$ cat src/sv/csvfs_pkg.sv
package csvfs_pkg;

    localparam int          MAX_FIELDS_DEFAULT = 256;
    localparam int          RESULT_DEPTH       = 4;

    localparam logic [7:0]  CH_BACKSLASH   = 8'd92;
    localparam logic [7:0]  CH_QUOTE       = 8'd34;
    localparam logic [7:0]  CH_COMMA       = 8'd44;
    localparam logic [7:0]  CH_FIRST_PRINT = 8'd32;

    typedef struct packed {
        logic       rec_end;
        logic [7:0] field_num;
        logic       field_end;
        logic [7:0] data;
    } t_result;

    // up to two results from one input byte; res0 is delivered first
    typedef struct packed {
        logic [1:0] num;
        t_result    res0;
        t_result    res1;
    } t_push;

endpackage

$ cat src/sv/csvfs_parse.sv
module csvfs_parse #(
    parameter int MAX_FIELDS = csvfs_pkg::MAX_FIELDS_DEFAULT
) (
    input  logic              i_clk,
    input  logic              i_rst_n,
    input  logic              i_cfg_wr_en,
    input  logic              i_cfg_wr_data,
    input  logic              i_in_valid,
    input  logic [7:0]        i_in_byte,
    input  logic              i_in_last,
    output logic              o_in_ready,
    input  logic              i_space,
    output csvfs_pkg::t_push  o_push
);

    localparam int CAP = (MAX_FIELDS - 1 > 255) ? 255 : MAX_FIELDS - 1;

    logic       r_drop_high;
    logic       r_in_valid;
    logic [7:0] r_in_byte;
    logic       r_in_last;
    logic       r_quotes;
    logic       r_escape;
    logic [7:0] r_field;

    logic       n_quotes;
    logic       n_escape;
    logic [7:0] n_field;
    logic       advance;
    logic       emit_data;
    logic       emit_comma;
    logic       emit_first;
    logic [7:0] field_after;
    csvfs_pkg::t_result first_res;
    csvfs_pkg::t_result rec_res;

    assign advance    = r_in_valid && i_space;
    assign o_in_ready = !r_in_valid || i_space;

    always_comb begin
        n_quotes   = r_quotes;
        n_escape   = r_escape;
        emit_data  = 1'b0;
        emit_comma = 1'b0;
        if (r_escape) begin
            n_escape  = 1'b0;
            emit_data = 1'b1;
        end else if (r_in_byte < csvfs_pkg::CH_FIRST_PRINT
                     || (r_drop_high && r_in_byte[7])) begin
            // control byte, or high byte while drop_high is set: dropped
        end else if (r_in_byte == csvfs_pkg::CH_QUOTE) begin
            n_quotes = !r_quotes;
        end else if (r_in_byte == csvfs_pkg::CH_BACKSLASH && !r_quotes) begin
            n_escape = 1'b1;
        end else if (r_in_byte == csvfs_pkg::CH_COMMA && !r_quotes) begin
            emit_comma = 1'b1;
        end else begin
            emit_data = 1'b1;
        end

        field_after = (emit_comma && r_field < 8'(CAP)) ? r_field + 8'd1 : r_field;
        n_field     = field_after;
        if (r_in_last) begin
            n_quotes = 1'b0;
            n_escape = 1'b0;
            n_field  = '0;
        end

        emit_first = emit_data || emit_comma;

        first_res.rec_end   = 1'b0;
        first_res.field_num = r_field;
        first_res.field_end = emit_comma;
        first_res.data      = emit_comma ? 8'd0 : r_in_byte;

        // record end carries the number after a trailing comma bumped it
        rec_res.rec_end   = 1'b1;
        rec_res.field_num = field_after;
        rec_res.field_end = 1'b1;
        rec_res.data      = 8'd0;

        o_push.num  = advance ? (2'(emit_first) + 2'(r_in_last)) : 2'd0;
        o_push.res0 = emit_first ? first_res : rec_res;
        o_push.res1 = rec_res;
    end

    always_ff @(posedge i_clk) begin
        if (!i_rst_n) begin
            r_drop_high <= 1'b1;
            r_in_valid  <= 1'b0;
            r_quotes    <= 1'b0;
            r_escape    <= 1'b0;
            r_field     <= '0;
        end else begin
            if (i_cfg_wr_en) begin
                r_drop_high <= i_cfg_wr_data;
            end
            if (o_in_ready) begin
                r_in_valid <= i_in_valid;
            end
            if (advance) begin
                r_quotes <= n_quotes;
                r_escape <= n_escape;
                r_field  <= n_field;
            end
        end
    end

    always_ff @(posedge i_clk) begin
        if (o_in_ready) begin
            r_in_byte <= i_in_byte;
            r_in_last <= i_in_last;
        end
    end

endmodule

$ cat src/sv/csvfs_fifo.sv
module csvfs_fifo (
    input  logic                i_clk,
    input  logic                i_rst_n,
    input  csvfs_pkg::t_push    i_push,
    output logic                o_space,
    output logic                o_valid,
    input  logic                i_ready,
    output csvfs_pkg::t_result  o_res
);

    localparam int AW = $clog2(csvfs_pkg::RESULT_DEPTH);

    csvfs_pkg::t_result r_mem [csvfs_pkg::RESULT_DEPTH];
    logic [AW-1:0]      r_wr_ptr;
    logic [AW-1:0]      r_rd_ptr;
    logic [AW:0]        r_count;

    logic               pop;
    logic [AW-1:0]      wr_ptr_1;

    assign pop      = o_valid && i_ready;
    assign o_valid  = r_count != '0;
    assign o_space  = r_count <= (AW+1)'(csvfs_pkg::RESULT_DEPTH - 2);
    assign o_res    = r_mem[r_rd_ptr];
    assign wr_ptr_1 = r_wr_ptr + AW'(1);

    always_ff @(posedge i_clk) begin
        if (!i_rst_n) begin
            r_wr_ptr <= '0;
            r_rd_ptr <= '0;
            r_count  <= '0;
        end else begin
            r_wr_ptr <= r_wr_ptr + AW'(i_push.num);
            r_rd_ptr <= r_rd_ptr + AW'(pop);
            r_count  <= r_count + (AW+1)'(i_push.num) - (AW+1)'(pop);
        end
    end

    always_ff @(posedge i_clk) begin
        if (i_push.num != 2'd0) begin
            r_mem[r_wr_ptr] <= i_push.res0;
        end
        if (i_push.num == 2'd2) begin
            r_mem[wr_ptr_1] <= i_push.res1;
        end
    end

endmodule

$ cat src/sv/csv_record_field_splitter_core.sv
// CSV field splitter: takes one record byte per transaction (tlast on the
// record's final byte) and returns the cleaned field bytes plus a field-end
// transaction for each field, the final one flagged with tlast. A byte is taken
// every cycle while the result queue has room for two results; a byte that
// yields two results (a data byte or comma that ends the record) writes both
// into the queue together, and the output side moves one result per cycle
// while tready is high. A byte passes the input register, then a four-entry
// result queue that also lets input continue while the output is stalled.
module csv_record_field_splitter_core #(
    parameter int MAX_FIELDS = csvfs_pkg::MAX_FIELDS_DEFAULT
) (
    input  logic        i_clk,
    input  logic        i_rst_n,
    input  logic        i_cfg_wr_en,
    input  logic        i_cfg_wr_data,     // drop_high_bytes
    input  logic        i_s_axis_tvalid,
    output logic        o_s_axis_tready,
    input  logic [7:0]  i_s_axis_tdata,    // [7:0] in_byte
    input  logic        i_s_axis_tlast,    // in_last
    output logic        o_m_axis_tvalid,
    input  logic        i_m_axis_tready,
    output logic [15:0] o_m_axis_tdata,    // [7:0] out_byte, [15:8] field_number
    output logic        o_m_axis_tuser,    // is_field_end
    output logic        o_m_axis_tlast     // record_end
);

    csvfs_pkg::t_push   push;
    csvfs_pkg::t_result head;
    logic               space;

    csvfs_parse #(
        .MAX_FIELDS(MAX_FIELDS)
    ) u_parse (
        .i_clk        (i_clk),
        .i_rst_n      (i_rst_n),
        .i_cfg_wr_en  (i_cfg_wr_en),
        .i_cfg_wr_data(i_cfg_wr_data),
        .i_in_valid   (i_s_axis_tvalid),
        .i_in_byte    (i_s_axis_tdata),
        .i_in_last    (i_s_axis_tlast),
        .o_in_ready   (o_s_axis_tready),
        .i_space      (space),
        .o_push       (push)
    );

    csvfs_fifo u_fifo (
        .i_clk  (i_clk),
        .i_rst_n(i_rst_n),
        .i_push (push),
        .o_space(space),
        .o_valid(o_m_axis_tvalid),
        .i_ready(i_m_axis_tready),
        .o_res  (head)
    );

    assign o_m_axis_tdata = {head.field_num, head.data};
    assign o_m_axis_tuser = head.field_end;
    assign o_m_axis_tlast = head.rec_end;

endmodule

$ cat config.mk
export PLATFORM = sky130hd
export DESIGN_NAME = csv_record_field_splitter_core
export DESIGN_NICKNAME = d
export VERILOG_FILES = /design/src/sv/csvfs_pkg.sv /design/src/sv/csvfs_parse.sv /design/src/sv/csvfs_fifo.sv /design/src/sv/csv_record_field_splitter_core.sv
export SDC_FILE = /design/constraint.sdc
export NUM_CORES = 1
export LEC_CHECK = 0
export BUFFER_PORTS_ARGS = -buffer_cell sky130_fd_sc_hd__clkbuf_2
export CORE_MARGIN = 2
export CORE_UTILIZATION = 60
export CTS_BUF_LIST = sky130_fd_sc_hd__clkbuf_8 sky130_fd_sc_hd__clkbuf_16
export CTS_CLUSTER_SIZE = 10
export DETAILED_ROUTE_END_ITERATION = 7
export PLACE_DENSITY = 0.85
export SYNTH_ARGS = -nofsm -noshare
export SYNTH_HDL_FRONTEND = slang
export SYNTH_SLANG_ARGS = --single-unit
$ cat constraint.sdc
create_clock -name i_clk -period 7.6 [get_ports i_clk]
set_input_delay 0.38 -clock i_clk [delete_from_list [all_inputs] [get_ports i_clk]]
set_output_delay 0.38 -clock i_clk [all_outputs]
set_load 0.005 [all_outputs]
# Yosys cells after proc, flatten, opt, wreduce, memory -nomap -nowiden

Memories as Yosys holds them, arrays and structs flattened. A register that Yosys moved wholly into a read port is not among the register bits.
Cells that the tools add are included.

Output and inout port bits: 20
Bits in writable memories: 72
Flip-flop bits (word level): 28
Memories kept: 1

Memory list:

| memory       | words | width | rd ports | clocked after memory_dff | write ports | RTL line         | RTL |
|---|---|---|---|---|---|---|---|
| u_fifo.r_mem | 4     | 18    | 1        | 1                        | 2           | csvfs_fifo.sv:13 | `csvfs_pkg::t_result r_mem [csvfs_pkg::RESULT_DEPTH];` |

Add/sub/neg operators: 7
Magnitude comparators: 3
Muxes and demuxes: 29
Reduce and logical (&&, ||, !) cells: 15
Equality and inequality tests: 6

Operator list:

| operator                                                                         | count |
|---|---|
| 8-bit two-way mux                                                                | 3 |
| 1-bit two-way mux                                                                | 23 |
| 18-bit two-way mux                                                               | 1 |
| 8-bit by 6-bit equality test with 1-bit output, second input constant            | 2 |
| 8-bit by 1-bit adder with 8-bit output, second input constant                    | 1 |
| 8-bit by 7-bit equality test with 1-bit output, second input constant            | 1 |
| 8-bit by 6-bit < comparator with 1-bit output, second input constant             | 1 |
| 8-bit < comparator, second input constant                                        | 1 |
| 1-bit logical AND                                                                | 6 |
| 2-bit two-way mux                                                                | 2 |
| 2-bit by 1-bit != test with 1-bit output, second input constant                  | 2 |
| 4-bit AND reduction                                                              | 1 |
| 2-bit nonzero test                                                               | 2 |
| 3-bit by 2-bit adder with 3-bit output                                           | 1 |
| 3-bit by 2-bit less-or-equal comparator with 1-bit output, second input constant | 1 |
| 1-bit logical OR                                                                 | 3 |
| 3-bit nonzero test                                                               | 1 |
| 3-bit by 1-bit subtractor with 3-bit output                                      | 1 |
| 1-bit by 1-bit adder with 2-bit output                                           | 1 |
| 2-bit by 1-bit adder with 2-bit output                                           | 1 |
| 2-bit by 1-bit adder with 2-bit output, second input constant                    | 1 |
| 2-bit adder                                                                      | 1 |
| 2-bit equality test, second input constant                                       | 1 |
| 1-bit logical NOT                                                                | 2 |

# Depth between registers and ports, before layout

Gate-level depths: netlist (run 1).

Depth in word-level cells: 13
Gate-level depth with buffers: 15
Mapped depth without buffers: 15

# By module

From an unflattened synthesis (run 1), not the netlist that was laid out.

Cells, all modules: 370
Area total of the unflattened synthesis: 5352.6 um2

Modules (own cells, without submodules):

| module      | area each (um2) | instances | cells an instance |
|---|---|---|---|
| csvfs_fifo  | 3981.3          | 1         | 220 |
| csvfs_parse | 1371.3          | 1         | 150 |

# Worst setup path after synthesis (run 1)

No wires, ideal clock.

Path kind: reg-to-reg
Start point: reg u_parse.r_in_byte[0]
End point: mem u_fifo.r_mem[3][10] in the netlist's numbering (enable)
Data required time: 7.272 ns
Arrival: 3.051 ns
Path slack: 4.221 ns
Cell stages (with the launch flop): 13
Period minus slack after synthesis: 3.379 ns
Cells stage by stage: edfxtp_1 > or3_2 > nor2_1 > nand2_1 > a31oi_1 > inv_1 > ha_1 > nor2b_1 > and2_1 > nand3_1 > and2_1 > clkbuf_1 > inv_1

RTL lines:

| item                     | RTL line           | RTL |
|---|---|---|
| start: declaration       | csvfs_parse.sv:20  | `logic [7:0] r_in_byte;` |
| start signal: assignment | csvfs_parse.sv:111 | `r_in_byte <= i_in_byte;` |
| end: declaration         | csvfs_fifo.sv:13   |  |

==> metrics, run 1 <==
Critical Path Source Type=flop; initial antenna violation count=0; CTS root buf=clkbuf_8; cells after synthesis=432; postcts setup bufs=0; pin count of the biggest net entering global routing=21; worst hold path class=in2reg; PortBufs=34; Ys Warns=0; drt first-iter violations=579; hold_sp=i_s_axis_tdata[2]; dominant cells by area after synthesis=edfxtp_1, dfxtp_1, mux4_2; R2R setup slack=3.49 ns; Worst-Skew Late Latency=0.38 ns; fmax=0.244 GHz; Syn Nets=455; worst setup path start=u_parse.r_in_byte[0]; detailed placer's ending HPWL=7.69 mm; CP max stage cell=nor2_1; Pwr Density=278 mW/mm²; Via Count=3668; vias in the first global route=3556; CP peak stage delay=0.65 ns; CP Max Fanout=12; share of cells above drive strength 1=0.201; Bufs on Longest Clock Path=2; Synth cell types=56; fin. max-slew vios=0; TNS Setup=0 ns; antenna diode count=0; initial core utilization=0.620; drt total wl=10.8 mm; remaining global-route overflow=0; Synth area leader=edfxtp_1; Max Cap Violations=0; unrepaired setup endpoints after global routing=false; Critical R2R Capture=u_fifo.r_mem[0][17]; area delta synth->final=7.97%; Tcrit/Tclk final=0.540; Setup CP Type=reg2reg; Synth Area in XOR/XNOR=0.00914; ys async rst share=0; Layout Cells excl Fill=559; Layout fillers=580; DRC Markers=0; die area=0.00871 mm²; post-layout net count=475; Rel. slew slack=0.250; cell area after layout=0.00517 mm²; FF-to-FF Start=u_parse.r_in_byte[0]; core area=0.00773 mm²; Global Route Usage Sum=0.271; Simple-Gate Fraction of Synth Area=0.146; routed len/inst=19.3 µm; # resized after CTS=0; Worst Hold Path EP=u_parse.r_in_byte[2]; Final Hold Vio Count=0; placed instance count=543; Arrival @ worst endpoint=4.39 ns; Critical Path, Cell by Cell=or3_2, nor2_1, nand2_1, a31oi_1, inv_1, ha_1, nor2b_1, and3_1, nor2_1, inv_1, o22a_1; first-pass GRT wire length=18.2 mm; die width=93.3 µm; die height=93.3 µm; post-synthesis mux area share=0.0938; Critical Path RT=7.88 ns; Reg clk slew, reported paths=0.11 ns; CTS tree=done; Hold Path Cell Cnt=1; most instantiated cells after synthesis=dfxtp_1, edfxtp_1, a21oi_1; Reg2Reg Depth=11; post-synthesis sequential area ratio=0.504; EDFF count, synth=41; outcome=completed; Final Setup Violations=0; Clock Sinks=100; routability cong.=0.974; Clock Skew=0.00915 ns; Tmin final=4.11 ns; Top FF cell, synth=dfxtp_1; CTS H-tree lvls=3; Worst Tran Pin Value=1.12 ns; compound-gate portion of the synthesized area=0.184; drt pass-1 iters=5; Post-Synthesis Cell Area=0.00479 mm²; Synth Area in Adders=0.0225; Max VDD drop=177 µV; synthesized area per cell=11.1 µm²; drt via density=6.56; Critical Path End Type=flop; num ports=35; Area after DPL=0.00497 mm²; Synth top area share=0.257; Pleak=1.90 nW; post-route ant nets=0; Hold Buf Count CTS=0; most common cell in the netlist=dfxtp_1; main combinational cell family by area after synthesis=compound AO/OA/AOI/OAI gates; FP Rows=32; FF+latch count, synth=100; Num CTS Buffers=9
## cell type report
type,count,area [µm²],share of cell area
clock inverters,7,76.3,0.0148
multi-input cells,286,2180,0.421
inverters,20,75.1,0.0145
clock buffers,9,124,0.0240
repair buffers,35,178,0.0344
well taps,102,128,0.0247
flip-flops and latches,100,2410,0.466
## cells by family (layout without fill, tap and decap cells)
group	after synthesis	after routing
DFF	100	100
and+or+nand+nor	124	124
adders and majority gates	8	8
xor gates and xnor gates	5	5
buffers and inverters	46	71
AOI/OAI and AO/OA	127	127
muxes	22	22
## state kept, by name (all words and copies together) (netlist names)
register and cells:
u_fifo.r_mem 72, u_parse.r_field 8, u_parse.r_in_byte 8, u_fifo.r_count 3
u_fifo.r_rd_ptr 2, u_fifo.r_wr_ptr 2, u_parse.r_drop_high 1, u_parse.r_escape 1
u_parse.r_in_last 1, u_parse.r_in_valid 1, u_parse.r_quotes 1
## layer usage
metal | share of wire | vias up | GRT usage
met5 | 0 | - | 0
met4 | 0.028 | 0 | 0.123
met3 | 0.082 | 29 | 0.0443
met2 | 0.46 | 219 | 0.421
met1 | 0.43 | 1742 | 0.374
li1 | - | 1678 | -
## placed cells by master (no fill, tap or decap), types with 18 or more instances in the layout
| cell type | Yosys | layout |
|---|---|---|
| a22o_1 | 28 | 28 |
| mux4_2 | 18 | 18 |
| dfxtp_1 | 59 | 59 |
| a31oi_1 | 23 | 23 |
| inv_1 | 20 | 20 |
| clkbuf_2 | 0 | 34 |
| a21oi_1 | 38 | 38 |
| nor2_1 | 21 | 21 |
| nand2_1 | 32 | 32 |
| edfxtp_1 | 41 | 41 |
## worst max-delay path by stage
stage                               end  slack (ns)  depth (start not counted)
global placement    u_fifo.r_mem[0][17]        3.67                         11
floorplan           u_fifo.r_mem[3][10]        4.22                         12
detailed placement  u_fifo.r_mem[0][17]        3.56                         11
CTS                 u_fifo.r_mem[0][17]        3.55                         11
global route        u_fifo.r_mem[0][17]        3.20                         11
finish              u_fifo.r_mem[0][17]        3.49                         11
## stage by stage
stage          setup slack [ns]  hold slack [ns]  power [mW]  utilization
2_1_floorplan              4.22            0.422       0.986            -
3_3_place_gp               3.67            0.432        1.08        0.643
3_5_place_dp               3.56            0.440        1.11        0.643
4_1_cts                    3.55            0.161        1.44        0.669
5_1_grt                    3.20            0.160        1.51        0.669
6_report                   3.49            0.168        1.44        0.669
## critical path, delay by kind of cell, from the launching register on
kind                     cells  cell delay [ns]
flip-flops                   1             0.48
adder cells (fa/ha/maj)      1             0.33
AND/OR/NAND/NOR              6             2.07
buffers and inverters        2             0.47
AO/OA/AOI/OAI                2             0.66
## report_power, final
| group | leakage, nW | total [mW] | internal (mW) | switching [mW] |
|---|---|---|---|---|
| Combinational | 0.935 | 0.370 | 0.208 | 0.161 |
| Clock | 0.104 | 0.344 | 0.131 | 0.213 |
| Sequential | 0.858 | 0.722 | 0.653 | 0.0691 |
| Total | 1.90 | 1.44 | 0.992 | 0.444 |
Note: power is estimated with default switching activity, not from simulation.
==> run 2, diff against run 1 <==
Settings changed: ABC_AREA set to 1, CORE_UTILIZATION 60 to 55, PLACE_DENSITY 0.85 to 0.83.
Clock period 7.6 ns to 3.42 ns, I/O delays scaled along.
==> metrics, run 2 <==
Synth Area in Adders=0.0214 (was 0.0225); FF+latch count, synth=100 (unchanged); commonest non-fill, non-tap cell in the layout=nand2_1 (was dfxtp_1); Setup CP Type=reg2reg (unchanged); die area=0.00994 mm² (was 0.00871 mm²); CTS tree=done (unchanged); Max Cap Violations=0 (unchanged); Critical Path RT=3.65 ns (was 7.88 ns); Global Route Usage Sum=0.247 (was 0.271); EDFF count, synth=41 (unchanged); synthesized area per cell=8.45 µm² (was 11.1 µm²); Synth Area in XOR/XNOR=0.0104 (was 0.00914); Rel. slew slack=0.368 (was 0.250); placed instance count=714 (was 543); TNS Setup=0 ns (unchanged); Max VDD drop=300 µV (was 177 µV); Final Setup Violations=0 (unchanged); Num CTS Buffers=9 (unchanged); fmax=0.336 GHz (was 0.244 GHz); vias in the first global route=4072 (was 3556); post-synthesis sequential area ratio=0.479 (was 0.504); Final Hold Vio Count=0 (unchanged); Clock Sinks=100 (unchanged); ys async rst share=0 (unchanged); initial core utilization=0.572 (was 0.620); fin. max-slew vios=0 (unchanged); Most flops, register=u_fifo.r_mem (unchanged); Clock Skew=0.0125 ns (was 0.00915 ns); CTS root buf=clkbuf_8 (unchanged); drt first-iter violations=409 (was 579); Reg clk slew, reported paths=0.10 ns (was 0.11 ns); detailed placer's ending HPWL=8.03 mm (was 7.69 mm); Tmin final=2.98 ns (was 4.11 ns); core area=0.00881 mm² (was 0.00773 mm²); Top Registers=u_fifo.r_mem: 72 flops, u_parse.r_field: 8 flops, u_parse.r_in_byte: 8 flops (unchanged); Critical Path End Type=flop (unchanged); DRC Markers=0 (unchanged); PortBufs=34 (unchanged); Largest register FFs=72 (unchanged); most instantiated cells after synthesis=nand2_1, nand3_1, nor2_1 (was dfxtp_1, edfxtp_1, a21oi_1); unrepaired setup endpoints after global routing=false (unchanged); pre-CTS WS=0.505 ns (was 3.56 ns); main combinational cell family by area after synthesis=simple AND/OR/NAND/NOR gates (was compound AO/OA/AOI/OAI gates); Synth cell types=34 (was 56); Synth top area share=0.244 (was 0.257); Ys Warns=0 (unchanged); num ports=35 (unchanged); die height=99.7 µm (was 93.3 µm); Tcrit/Tclk final=0.871 (was 0.540); compound-gate portion of the synthesized area=0.121 (was 0.184); pin count of the biggest net entering global routing=38 (was 21); dominant cells by area after synthesis=edfxtp_1, dfxtp_1, nand3_1 (was edfxtp_1, dfxtp_1, mux4_2); cells after synthesis=596 (was 432); Worst Tran Pin Value=0.943 ns (was 1.12 ns); Layout Cells excl Fill=739 (was 559); fin util=0.621 (was 0.669); most frequent cells in the layout=nand2_1, nand3_1, nor2_1 (was dfxtp_1, edfxtp_1, a21oi_1); CTS H-tree lvls=3 (unchanged); die width=99.7 µm (was 93.3 µm); Top FF cell, synth=dfxtp_1 (unchanged); Critical Path Source Type=flop (unchanged); drt via density=5.88 (was 6.56); area delta synth->final=8.47% (was 7.97%); Pleak=2.30 nW (was 1.90 nW); Bufs on Longest Clock Path=2 (unchanged); routability cong.=0.889 (was 0.974); antenna diode count=0 (unchanged); Worst-Skew Late Latency=0.37 ns (was 0.38 ns); first-pass GRT wire length=19.5 mm (was 18.2 mm); FP Rows=34 (was 32); most common cell in the netlist=nand2_1 (was dfxtp_1); routed len/inst=16.0 µm (was 19.3 µm); Worst Slack Setup Final=0.443 ns (was 3.49 ns); worst hold path class=in2reg (unchanged); Simple-Gate Fraction of Synth Area=0.297 (was 0.146); post-route ant nets=0 (unchanged); remaining global-route overflow=0 (unchanged); post-synthesis mux area share=0 (was 0.0938); postcts setup bufs=0 (unchanged); post-layout net count=649 (was 475); Pwr Density=620 mW/mm² (was 278 mW/mm²); drt pass-1 iters=6 (was 5); Via Count=4343 (was 3668); Post-Synthesis Cell Area=0.00504 mm² (was 0.00479 mm²); Syn Nets=619 (was 455); cell area after layout=0.00547 mm² (was 0.00517 mm²); Area after DPL=0.00520 mm² (was 0.00497 mm²); CP Max Fanout=8 (was 12); Arrival @ worst endpoint=3.21 ns (was 4.39 ns); drt total wl=11.8 mm (was 10.8 mm); Layout fillers=734 (was 580); outcome=completed (unchanged); share of cells above drive strength 1=0.189 (was 0.201); initial antenna violation count=0 (unchanged); Synth area leader=edfxtp_1 (unchanged)
-- run 2: what timing repair did --
item | 4_1_cts | 5_1_grt
resized for setup | 0 | 0
hold buffers | 9 | 0
endpoints found under the hold margin | 9 | 0
-- run 2: kinds of logic after synthesis --
kind of cell / after synthesis
adders and majority gates: 8
buffers and inverters: 78
AOI/OAI and AO/OA: 108
DFF: 100
and+or+nand+nor: 296
xor gates and xnor gates: 6
-- run 2: report_power, final --
group	switching (mW)	internal (mW)	total, mW
Sequential	0.144	1.47	1.62
Clock	0.427	0.275	0.702
Combinational	0.657	0.414	1.07
-- run 2: critical path, cell delays in order (launching register included) --
cell and delay (ns):
edfxtp_1 0.55, nand3_1 0.18, nor3_2 0.17, nand2_1 0.10, nand3_2 0.10, nand2_4 0.05
ha_1 0.30, inv_1 0.05, nor2_2 0.14, inv_2 0.08, ha_1 0.28, inv_1 0.06
ha_1 0.13, inv_1 0.04, fa_1 0.37, xor2_1 0.17, inv_1 0.05, nor2_1 0.03
-- run 2: through the flow --
step                hold slack [ns]  total power [mW]
global route                 0.0186              3.60
detailed placement            0.350              2.69
global placement              0.349              2.65
finish                      0.00478              3.39
floorplan                     0.264              2.34
CTS                         0.00561              3.38
-- run 2: final timing paths --
| path | start | end | slack [ns] | depth (start not counted) |
|---|---|---|---|---|
| max | u_parse.r_in_byte[6] | u_fifo.r_count[2] | 0.44 | 17 |
| min | i_cfg_wr_en | u_parse.r_drop_high | 0.005 | 2 |
| max reg2reg | u_parse.r_in_byte[6] | u_fifo.r_count[2] | 0.44 | 17 |
| min reg2reg | u_fifo.r_mem[0][5] | u_fifo.r_mem[0][5] | 0.48 | 2 |
-- run 2: routing by layer --
metal  vias up  track usage  share of wire
met5         -            0              0
met4         0       0.0980          0.020
met3        26       0.0372          0.087
met2       251        0.379           0.46
met1      1978        0.353           0.43
li1       2088            -              -
-- run 2: area by class of cell --
class	instances	area (µm²)	area share
flip-flops and latches	100	2410	0.441
multi-input cells	418	2270	0.415
repair buffers	46	283	0.0517
inverters	51	191	0.0350
well taps	108	135	0.0247
clock buffers	9	124	0.0227
clock inverters	7	53.8	0.00984
==> run 3, diff against run 2 <==
Settings changed: PLACE_DENSITY 0.83 to 0.82, SYNTH_HIERARCHICAL set to 1.
==> metrics, run 3 <==
outcome=completed (unchanged); Ys Warns=6 (was 0); initial antenna violation count=0 (unchanged); FP Rows=37 (was 34); Rel. slew slack=0.405 (was 0.368); final hold slack=0.0158 ns (was 0.00478 ns); Max Cap Violations=0 (unchanged); core area=0.0102 mm² (was 0.00881 mm²); share of cells above drive strength 1=0.275 (was 0.189); unrepaired setup endpoints after global routing=false (unchanged); post-layout net count=655 (was 649); die height=106 µm (was 99.7 µm); Num CTS Buffers=9 (unchanged); Clock Skew=0.0142 ns (was 0.0125 ns); post-route ant nets=0 (unchanged); drt total wl=11.7 mm (was 11.8 mm); FF+latch count, synth=100 (unchanged); drt via density=5.40 (was 5.88); Max VDD drop=318 µV (was 300 µV); Final Hold Vio Count=0 (unchanged); CTS H-tree lvls=3 (unchanged); most frequent cells in the layout=nand2_1, edfxtp_1, o21ai_2 (was nand2_1, nand3_1, nor2_1); CTS root buf=clkbuf_8 (unchanged); remaining global-route overflow=0 (unchanged); Via Count=4188 (was 4343); Critical Path End Type=flop (unchanged); Most flops, register=u_fifo/r_mem (was u_fifo.r_mem); Setup CP Type=reg2reg (unchanged); synthesized area per cell=9.41 µm² (was 8.45 µm²); EDFF count, synth=81 (was 41); Reg clk slew, reported paths=0.09 ns (was 0.10 ns); DRC Markers=0 (unchanged); Layout fillers=839 (was 734); Worst Slack Setup Final=0.369 ns (was 0.443 ns); Top FF cell, synth=edfxtp_1 (was dfxtp_1); placed instance count=749 (was 714); vias in the first global route=4174 (was 4072); antenna diode count=0 (unchanged); die width=106 µm (was 99.7 µm); Pleak=2.28 nW (was 2.30 nW); CTS tree=done (unchanged); Synth area leader=edfxtp_1 (unchanged); CP Max Fanout=18 (was 8); die area=0.0112 mm² (was 0.00994 mm²); cells after synthesis=603 (was 596); most common cell in the netlist=nand2_1 (unchanged); fmax=0.328 GHz (was 0.336 GHz); Clock Sinks=100 (unchanged); Register Area=0.00281 mm² (was 0.00241 mm²); Largest register FFs=72 (unchanged); Worst-Skew Late Latency=0.37 ns (about the same); pin count of the biggest net entering global routing=40 (was 38); Overall Power=3.11 mW (was 3.39 mW); routability cong.=0.859 (was 0.889); Critical Path Source Type=flop (unchanged); post-synthesis sequential area ratio=0.495 (was 0.479); dominant cells by area after synthesis=edfxtp_1, o21ai_2, nand2_1 (was edfxtp_1, dfxtp_1, nand3_1); Final Setup Violations=0 (unchanged); drt first-iter violations=241 (was 409); Arrival @ worst endpoint=3.10 ns (was 3.21 ns); Tmin final=3.05 ns (was 2.98 ns); detailed placer's ending HPWL=8.07 mm (was 8.03 mm); Worst Tran Pin Value=0.887 ns (was 0.943 ns); initial core utilization=0.557 (was 0.572); fin. max-slew vios=0 (unchanged); ys async rst share=0 (unchanged); worst hold path class=in2reg (unchanged); pre-CTS WS=0.224 ns (was 0.505 ns); Tcrit/Tclk final=0.892 (was 0.871); commonest non-fill, non-tap cell in the layout=nand2_1 (unchanged); first-pass GRT wire length=19.7 mm (was 19.5 mm); Synth cell types=42 (was 34); Post-Synthesis Cell Area=0.00568 mm² (was 0.00504 mm²); routed len/inst=15.1 µm (was 16.0 µm); Bufs on Longest Clock Path=2 (unchanged); Synth top area share=0.428 (was 0.244); Layout Cells excl Fill=775 (was 739); area of the multi-input gates=0.00238 mm² (was 0.00227 mm²); PortBufs=34 (unchanged); Global Route Usage Sum=0.224 (was 0.247); most instantiated cells after synthesis=nand2_1, edfxtp_1, o21ai_2 (was nand2_1, nand3_1, nor2_1); drt pass-1 iters=5 (was 6); Top Registers=u_fifo/r_mem: 72 flops, u_parse/r_field: 8 flops, u_parse/r_in_byte: 8 flops (was u_fifo.r_mem: 72 flops, u_parse.r_field: 8 flops, u_parse.r_in_byte: 8 flops); area delta synth->final=7.87% (was 8.47%); Pwr Density=508 mW/mm² (was 620 mW/mm²); num ports=35 (unchanged); Critical Path RT=3.47 ns (was 3.65 ns)
[run 3: changes by cell type after synthesis, sizes merged, moves of 4 or more]
cell | previous run | this run
clkbuf | 9 | 17
edfxtp | 41 | 81
o31ai | 0 | 4
and2 | 0 | 5
nand2 | 122 | 131
dfxtp | 59 | 19
o21ai | 62 | 111
inv | 47 | 57
nand4 | 7 | 2
nand3 | 91 | 24
buf | 18 | 27
o22ai | 26 | 18
[run 3: path summary, 6_finish.rpt]
check	start	endpoint	slack (ns)	depth (start not counted)
setup reg to reg	u_parse/r_in_byte[1]	u_fifo/r_mem[2][13]	0.37	14
hold reg to reg	u_parse/r_quotes	u_parse/r_quotes	0.45	1
hold / removal	i_cfg_wr_data	u_parse/r_drop_high	0.02	3
setup / recovery	u_parse/r_in_byte[1]	u_fifo/r_mem[2][13]	0.37	14
[run 3: power by group]
part           internal (mW)  switching, mW  total [mW]  leakage (nW)
clock network          0.330          0.398       0.728         0.101
registers               1.45         0.0553        1.50         0.916
logic                  0.319          0.563       0.882          1.27
[run 3: critical path, cell delays in order (launching register included)]
cell and delay (ns):
edfxtp_1 0.45, nor2_2 0.14, nand3_2 0.12, nor2_1 0.18, nor2_1 0.10, a21oi_4 0.20
inv_4 0.05, nor2_4 0.12, inv_2 0.04, ha_1 0.26, inv_1 0.04, nor2_2 0.28
nor2_1 0.19, o31ai_2 0.22, buf_4 0.32
[run 3: timing repair]
item | CTS | global route
hold buffers | 10 | 0
buffers inserted | 0 | 0
endpoints found under the hold margin | 10 | 0
gates resized for setup | 0 | 1
setup endpoints to repair | 0 | 71
[run 3: cell type report]
type,count,share of cell area
Sequential cell,100,0.459
Tap cell,136,0.0278
Clock buffer,9,0.0202
Timing Repair Buffer,56,0.0588
Inverter,58,0.0360
Clock inverter,7,0.00981
Multi-Input combinational cell,409,0.388
[run 3: cells by family after synthesis]
kind of cell	Yosys count	share of synthesized area
other cells	2	0.00132
xor+xnor	5	0.00771
buf+inv	102	0.0952
simple gates	237	0.195
fa+ha+maj	6	0.0145
flops	100	0.495
compound gates	151	0.191
[run 3: stage by stage]
step	area [µm²]	TNS (ns)	util
finish	6120	0	0.601
global placement	5840	0	0.573
CTS	6120	0	0.601
floorplan	5730	-8.28	-
detailed placement	5840	0	0.573
global route	6120	0	0.601
[run 3: metal layers]
layer | up-vias | part of all wire | GRT usage
met5 | - | 0 | 0
met4 | 0 | 0.020 | 0.107
met3 | 21 | 0.045 | 0.0284
met2 | 129 | 0.52 | 0.398
li1 | 2068 | - | -
met1 | 1970 | 0.42 | 0.269
